### config.mk
export PLATFORM = sky130hd
export DESIGN_NAME = vbd_ctrl
export DESIGN_NICKNAME = d
export VERILOG_FILES = /design/src/hdl/vbd_pkg.sv /design/src/hdl/vbd_ctrl.sv
export SDC_FILE = /design/constraint.sdc
export NUM_CORES = 1
export LEC_CHECK = 0
export ABC_AREA = 1
export BUFFER_PORTS_ARGS = -buffer_cell sky130_fd_sc_hd__buf_2
export CORE_AREA = 2 2 39 41
export DETAILED_ROUTE_END_ITERATION = 16
export DIE_AREA = 0 0 41 43
export PLACE_DENSITY = 0.4
export SYNTH_ARGS = -nofsm -noshare
export SYNTH_HDL_FRONTEND = slang
export SYNTH_SLANG_ARGS = --single-unit
### constraint.sdc
create_clock -name clk -period 2.8 [get_ports clk]
set_input_delay 0.14 -clock clk [delete_from_list [all_inputs] [get_ports clk]]
set_output_delay 0.14 -clock clk [all_outputs]
set_load 0.02 [all_outputs]
### src/hdl/vbd_pkg.sv
// shared types and constants of the volume box downsampler
`default_nettype none
package vbd_pkg;

  localparam int DEF_MAX_SIZE_Y  = 64;
  localparam int DEF_MAX_SIZE_Z  = 64;
  localparam int DEF_MAX_FACTOR  = 16;
  localparam int DEF_SAMPLE_BITS = 16;

  localparam int LIMIT_SIZE_X = 4096;
  localparam int PX_BITS      = 12;
  localparam int ACC_BITS     = 32;
  localparam int AVG_BITS     = 16;
  localparam int CFG_BITS     = 13;
  localparam int CFG_IDX_BITS = 3;
  localparam int DIV_CNT_BITS = 5;

  typedef enum logic [CFG_IDX_BITS-1:0] {
    REG_FACTOR_X = 3'd0,
    REG_FACTOR_Y = 3'd1,
    REG_FACTOR_Z = 3'd2,
    REG_SIZE_X   = 3'd3,
    REG_SIZE_Y   = 3'd4,
    REG_SIZE_Z   = 3'd5
  } cfg_reg_t;

  typedef enum logic [3:0] {
    ST_IDLE = 4'b0001,
    ST_ACC  = 4'b0010,
    ST_DIV  = 4'b0100,
    ST_OUT  = 4'b1000
  } state_t;

  typedef struct packed {
    logic capture;
    logic accumulate;
    logic div_step;
  } cmd_t;

  typedef struct packed {
    logic last;
    logic div_last;
  } status_t;

endpackage
`default_nettype wire

### src/hdl/vbd_ctrl.sv
// controller state machine of the volume box downsampler
`default_nettype none
module vbd_ctrl (
  input  wire logic           clk,
  input  wire logic           rst_n,
  input  wire logic           in_valid,
  output logic                in_stall,
  output logic                out_valid,
  input  wire logic           out_stall,
  input  wire vbd_pkg::status_t status,
  output vbd_pkg::cmd_t       cmd
);
  import vbd_pkg::*;

  state_t state_r, state_nxt;

  always_comb begin
    state_nxt = state_r;
    unique case (state_r)
      ST_IDLE: if (in_valid) state_nxt = ST_ACC;
      ST_ACC:  state_nxt = status.last ? ST_DIV : ST_IDLE;
      ST_DIV:  if (status.div_last) state_nxt = ST_OUT;
      ST_OUT:  if (!out_stall) state_nxt = ST_IDLE;
      default: state_nxt = ST_IDLE;
    endcase
  end

  always_ff @(posedge clk) begin
    if (!rst_n) state_r <= ST_IDLE;
    else        state_r <= state_nxt;
  end

  assign in_stall       = (state_r != ST_IDLE);
  assign out_valid      = (state_r == ST_OUT);
  assign cmd.capture    = (state_r == ST_IDLE) && in_valid;
  assign cmd.accumulate = (state_r == ST_ACC);
  assign cmd.div_step   = (state_r == ST_DIV);

  a_capture_acc: assert property (@(posedge clk) disable iff (!rst_n)
    cmd.capture |=> cmd.accumulate) else $error("capture not followed by accumulate");
  a_out_hold: assert property (@(posedge clk) disable iff (!rst_n)
    out_valid && out_stall |=> out_valid) else $error("result dropped while stalled");
  a_no_result: assert property (@(posedge clk) disable iff (!rst_n)
    cmd.accumulate && !status.last |=> !in_stall) else $error("idle not reached");
  a_out_blocks_in: assert property (@(posedge clk) disable iff (!rst_n)
    out_valid |-> in_stall) else $error("input taken with result pending");

endmodule
`default_nettype wire

After elaboration in Yosys (flattened, before gate mapping)
Cells that the tools add are included.

word-level totals
  output and inout bits = 5
  logic and storage cells = 16
  input port bits = 6
  register bits after elaboration = 4

operators by class
  equality and inequality tests = 8
  multiplexer cells = 5
  reductions and logical operators = 2

operator list
  cell                number
  $pmux 4 s4          1
  $mux 4              3
  $ne 2x2->1 const B  3
  $eq 4x1->1 const B  1
  $eq 4x2->1 const B  1
  $eq 4x3->1 const B  1
  $eq 4x4->1 const B  1
  $ne 4x1->1 const B  1
  $mux 3              1
  $reduce_and 3->1    1
  $logic_and 1x1->1   1

Depth between registers and ports, before layout
Gate-level depths: netlist of run 1.

  depth in word-level cells = 3
  gate-level depth with buffers = 8
  mapped depth without buffers = 8

Worst setup path before layout of run 1
Ideal clock, no wire load.

  path type = flip-flop to output port
  start point = register state_r[0]
  end point = output port cmd[2] in the netlist's numbering
  required time = 2.660 ns
  buffers on the path = 0
  data arrival time = 0.998 ns
  cell stages (with the launch flop) = 5
  setup slack = 1.662 ns
  cell sequence = dfxtp_1 inv_2 nor2_1 nand2_1 nor2_1

RTL lines
  what                      RTL line        RTL
  start: declaration        vbd_ctrl.sv:15  state_t state_r, state_nxt;
  start signal: assignment  vbd_ctrl.sv:30  else state_r <= state_nxt;
  end: declaration          vbd_ctrl.sv:11  output vbd_pkg::cmd_t cmd

==> impl_results.md, run 1 <==
* Outcome: completed
* Post-synthesis mux area share at 0
* Critical path's largest stage delay at 0.34 ns
* Seq pwr share at 0.354
* Complex-gate fraction of the synthesized area at 0.0419
* GR Layer Usage met1 at 0.0900
* Hold path start: in_valid
* Switching portion of total power at 0.315
* Final Cycle Share at 0.453
* Hold Crit Class: in2reg
* Largest family of logic cells by synthesized area: simple AND/OR/NAND/NOR gates
* DRT iter0 DRCs at 8
* Largest registers: state_r: 4 flops
* Critical path arrival at 1.13 ns
* Register bit count reported by yosys at 4
* Yosys warns at 0
* Final core utilization at 0.261
* Slew HR at 0.867
* Mapped Nets at 50
* Sw power at 0.0563 mW
* Grt met2 use at 0.131
* Clk pwr share at 0.421
* Clock skew at 0.00462 ns
* Row Count at 14
* Drt first pass iters at 2
* Reg2reg start: state_r[2]
* Setup bufs post-CTS at 0
* CTS buffer count at 3
* FF-to-FF path depth at 7
* Setup slack, reg-to-reg at 1.81 ns
* Largest net degree at the start of global routing at 5
* Vias per inst at 3.85
* Total number of vias at 281
* Drt wl/cell at 8.19 um
* Post-Synth Adder-Cell Area at 0
* Core box area at 1380 um2
* ANT cells at 0
* CP max-delay cell: dfxtp_1
* Post-DP HPWL at 505 um
* Clock transition at path regs at 0.04 ns
* Cts hold-fix bufs at 0
* Hold Vio Cnt, Final at 0
* H-tree levels at 1
* Worst flop-to-flop path endpoint: state_r[0]
* Starting Density at 0.194
* CTS max path bufs at 2
* Syn Area/Cell at 6.11 um2
* Synth top area cells: dfxtp_1 (30%), inv_1 (13%), nand2_1 (13%)
* Layout Nets at 65
* Root Buffer: clkbuf_4
* Critical path type: reg2out
* CP Capture Type: primary output
* Synth cell types at 13
* GPL Wtd Cong at 0.705
* Fillers at 166
* Met3 track demand over resource at 0.0628
* Max Freq at 0.789 GHz
* Crit path max fanout at 4
* PortBufs at 10
* Total gr overflow at 0
* Final setup fails at 0
* Internal at 0.123 mW
* Max Transition Viols Final at 0
* Maximum VDD drop at 175 uV
* Cell Chain, Critical Path: inv_2, nor2_1, nand2_1, nor2_1, buf_2
* Gate power share at 0.225
* Initial antenna violation count at 0
* I/O Pins at 11
* Final setup TNS at 0 ns
* Layout cells sized above 1 at 0.351
* # resized after CTS at 0
* DRC violations left at 0
* Cell mode on critical path: nor2_1
* Critical path data required time at 2.66 ns
* Min cycle time layout at 1.27 ns
* Power Dens Cells at 495 nW/um2
* Top cell type's share of synthesized area at 0.298
* Leading area contributor after synthesis: dfxtp_1
* Family with the most delay on the worst path: flip-flops
* All-layer global routing usage at 0.0914
* Die height at 43 um
* Post-synthesis sequential area ratio at 0.298
* First-pass GRT wire length at 993 um
* Static leakage power at 0.214 nW
* CTS tree: done
* Die W at 41 um
* Worst Path Buf+Inv at 2
* Die footprint at 1760 um2
* Max Cap Viol at 0
* ANT nets after route at 0
* Routed WL at 598 um
* Mapped cell area at 269 um2
* Worst hold endpoint: state_r[1]
* Crit start category: flop
* Area delta synth->final at 34.4%
* Simple-gate share of the synthesized area at 0.507
* Max reg flops at 4
* Worst-skew pair later-pin latency at 0.24 ns
* Global route hottest layer: met2
* Clock sinks at 4
* Synth Area in XOR/XNOR at 0
* Worst Tran Pin Value at 0.199 ns
* RSZ-0062 raised after global routing: no
* Vias in the first global route at 258
* Hold Crit Depth at 3
* Gate Count Post-Synth at 44
* Largest reg by FF count: state_r
==> final cells by class <==
| class | count | area, um2 | area share |
|---|---|---|---|
| repair buffers | 10 | 50.0 | 0.138 |
| inverters | 11 | 41.3 | 0.114 |
| flip-flops and latches | 4 | 80.1 | 0.221 |
| clock buffers | 3 | 22.5 | 0.0623 |
| multi-input cells | 29 | 148 | 0.408 |
| well taps | 16 | 20.0 | 0.0554 |
==> routing by layer <==
metal	share of wire	routed length, um
met1	0.41	243
met2	0.51	307
met3	0.060	36
met4	0.017	10
met5	0	0
==> cells in the final DEF, fill, tap and decap left out <==
cell type | Yosys | layout
nand3_1 | 4 | 4
buf_2 | 0 | 10
nand2_2 | 2 | 2
nand2_1 | 9 | 9
nor2_4 | 2 | 2
a31oi_1 | 1 | 1
a21oi_1 | 1 | 1
inv_1 | 9 | 9
clkbuf_4 | 0 | 3
nand3_2 | 1 | 1
dfxtp_1 | 4 | 4
nor3_1 | 1 | 1
or2_0 | 1 | 1
nor2_1 | 7 | 7
inv_2 | 2 | 2
==> worst reg2reg max path, stage by stage (launching register included) <==
cell     delay, ns
dfxtp_1       0.41
nand2_2       0.09
nor2_4        0.13
nand2_2       0.06
nand2_1       0.07
nor2_1        0.04
nand2_1       0.04
nand2_1       0.04
==> synth_stat cells (all sizes together) <==
cell type	count
inv	11
nand3	5
or2	1
a31oi	1
a21oi	1
nor3	1
nor2	9
dfxtp	4
nand2	11
==> cell families after synthesis <==
kind of cell           Yosys count
AOI/OAI and AO/OA                2
buffers and inverters           11
DFF                              4
and+or+nand+nor                 27
==> through the flow <==
stage / hold slack [ns] / setup WS [ns] / cell area (um2) / power, mW / cells
5_1_grt: 0.153 / 1.39 / 362 / 0.191 / 73
6_report: 0.147 / 1.53 / 362 / 0.179 / 73
2_1_floorplan: 0.273 / 1.66 / 269 / 0.0921 / 44
4_1_cts: 0.147 / 1.53 / 362 / 0.182 / 73
3_5_place_dp: 0.403 / 1.78 / 339 / 0.105 / 70
3_3_place_gp: 0.399 / 1.75 / 339 / 0.105 / 70
==> power groups by stage <==
stage                     logic, mW  clock network [mW]  registers, mW
after floorplan              0.0282                   0         0.0638
after global placement       0.0410                   0         0.0644
after detailed placement     0.0410                   0         0.0642
after CTS                    0.0410              0.0772         0.0633
after global routing         0.0466              0.0804         0.0639
final                        0.0403              0.0754         0.0633
==> worst max-delay path by stage <==
stage	startpoint	to	slack, ns	cells after the start
CTS	state_r[0]	cmd[2]	1.53	5
floorplan	state_r[0]	cmd[2]	1.66	4
finish	state_r[0]	cmd[2]	1.53	5
global placement	state_r[0]	state_r[3]	1.75	5
detailed placement	state_r[0]	cmd[2]	1.78	5
global route	state_r[0]	cmd[2]	1.39	5
Power figures use the tool's default switching activity.
==> run 2, diff against run 1 <==
- clock period: 2.8 -> 1.3 ns (I/O delays scaled with it)
==> run 2 against run 1 <==
Wire length is 1.0% lower. Clock skew up 0.0019 ns. Combinational power is 120% higher. Critical path depth did not move. Sequential share of layout area unchanged. Clock power grew 110%. Non-clock buffer count unchanged. Count of clock-buffer cells in the layout unchanged. Highest routed layer is now met3.
==> impl_results.md, run 2 (synthesized netlist as in run 1, its figures left out) <==
* Critical path arrival at 1.13 ns (about the same)
* GPL Wtd Cong at 0.708 (+0.48%)
* Largest net degree at the start of global routing at 5 (unchanged)
* Tot Pwr at 0.382 mW (+110%)
* Vias in the first global route at 250 (-3.1%)
* Crit path max fanout at 4 (unchanged)
* Setup bufs post-CTS at 0 (unchanged)
* Reg2reg start: state_r[2]
* Initial antenna violation count at 0 (unchanged)
* Final setup TNS at 0 ns (unchanged)
* Slew HR at 0.854 (-0.0127)
* ANT cells at 0 (unchanged)
* Register area at 80.1 um2 (unchanged)
* Layout cells sized above 1 at 0.351 (unchanged)
* PortBufs at 10 (unchanged)
* Critical path's largest stage delay at 0.34 ns (about the same)
* Total number of vias at 294 (+4.6%)
* Max Transition Viols Final at 0 (unchanged)
* Fillers at 164 (-1.2%)
* Max Freq at 0.839 GHz
* Static leakage power at 0.214 nW (unchanged)
* Min cycle time layout at 1.19 ns
* Drt first pass iters at 2 (unchanged)
* Post-DP HPWL at 515 um (+2.0%)
* Drt wl/cell at 8.11 um (-1.0%)
* CTS buffer count at 3 (unchanged)
* Total gr overflow at 0 (unchanged)
* Cell Chain, Critical Path: inv_2, nor2_1, nand2_1, nor2_1, buf_2
* CTS max path bufs at 2 (unchanged)
* Hold path start: in_valid
* Worst Tran Pin Value at 0.218 ns (+0.0190 ns)
* Vias per inst at 4.03 (+4.6%)
* Die height at 43 um (unchanged)
* Cell mode on critical path: nor2_1
* Most common cell after layout, fill and taps aside: buf_2
* RSZ-0062 raised after global routing: no
* First-pass GRT wire length at 1050 um (+5.5%)
* CTS tree: done
* Max reg flops at 4 (unchanged)
* Largest reg by FF count: state_r
* Die W at 41 um (unchanged)
* Final Cycle Share at 0.916
* All-layer global routing usage at 0.0984 (+0.00703)
* Worst hold endpoint: state_r[1]
* Row Count at 14 (unchanged)
* Final setup fails at 0 (unchanged)
* Final core utilization at 0.261 (unchanged)
* Multi-input gate area in the final layout at 148 um2 (unchanged)
* Cts hold-fix bufs at 0 (unchanged)
* ANT nets after route at 0 (unchanged)
* CP max-delay cell: dfxtp_1
* DRT iter0 DRCs at 4 (-4)
* Die footprint at 1760 um2 (unchanged)
* Clock skew at 0.00653 ns (+0.00190 ns)
* Maximum VDD drop at 577 uV (+230%)
* Clock sinks at 4 (unchanged)
* Critical path type: reg2out
* Power Dens Cells at 1060 nW/um2 (+110%)
* Hold Crit Class: in2reg
* # resized after CTS at 0 (unchanged)
* Area delta synth->final at 34.4% (unchanged)
* Outcome: completed
* DRC violations left at 0 (unchanged)
* Worst flop-to-flop path endpoint: state_r[0]
* Starting Density at 0.194 (unchanged)
* Root Buffer: clkbuf_4
* Max Cap Viol at 0 (unchanged)
* Routed WL at 592 um (-1.0%)
* CP Capture Type: primary output
* Worst-skew pair later-pin latency at 0.24 ns (about the same)
* Layout Nets at 65 (unchanged)
* FF-to-FF path depth at 7 (unchanged)
* Crit start category: flop
* Most frequent cells in the layout: buf_2 (10), inv_1 (9), nand2_1 (9)
* H-tree levels at 1 (unchanged)
* I/O Pins at 11 (unchanged)
* Setup slack, reg-to-reg at 0.27 ns (-1.54 ns)
* Hold Vio Cnt, Final at 0 (unchanged)
* Core box area at 1380 um2 (unchanged)
* Hold Crit Depth at 3 (unchanged)
* Largest registers: state_r: 4 flops
* Critical path data required time at 1.24 ns (-1.42 ns)
* Clock transition at path regs at 0.04 ns (about the same)
run 2: cell counts in the layout (fill, tap and decap cells not counted):
Identical to the previous run, type by type.
run 2: area by class of cell:
cell class	instances	share of cell area
Tap cell	16	0.0554
Multi-Input combinational cell	29	0.408
Timing Repair Buffer	10	0.138
Inverter	11	0.114
Sequential cell	4	0.221
Clock buffer	3	0.0623
run 2: stage by stage:
stage | area [um2] | setup slack, ns | std cells | hold slack (ns)
6_report | 362 | 0.109 | 73 | 0.0755
5_1_grt | 362 | 0.00201 | 73 | 0.0755
4_1_cts | 362 | 0.0940 | 73 | 0.0713
3_5_place_dp | 339 | 0.263 | 70 | 0.331
3_3_place_gp | 339 | 0.249 | 70 | 0.327
2_1_floorplan | 269 | 0.237 | 44 | 0.198
run 2: worst max-delay path, delay by kind of cell, from the launching register on:
family	cells	cell delay, ns
buf+inv	2	0.21
flops	1	0.34
simple gates	3	0.33
run 2: where the power goes:
group / internal, mW / total (mW) / switching, mW
clock network: 0.104 / 0.158 / 0.0544
registers: 0.131 / 0.137 / 0.00610
logic: 0.0302 / 0.0872 / 0.0570
total: 0.264 / 0.382 / 0.118
run 2: worst max path at each step:
stage / start / endpoint / slack, ns / cells past startpoint
final: state_r[0] / cmd[2] / 0.11 / 5
after detailed placement: state_r[2] / state_r[0] / 0.26 / 7
after floorplan: state_r[0] / cmd[2] / 0.24 / 4
after CTS: state_r[0] / cmd[2] / 0.09 / 5
after global routing: state_r[0] / cmd[2] / 0.002 / 5
after global placement: state_r[2] / state_r[0] / 0.25 / 7
run 2: per-layer routing:
layer | routed length [um] | vias to the layer above | GRT usage
met5 | 0 | - | 0
met4 | 0 | 0 | 0.0600
met3 | 54 | 0 | 0.0942
met2 | 276 | 7 | 0.116
met1 | 260 | 131 | 0.109
li1 | - | 156 | -
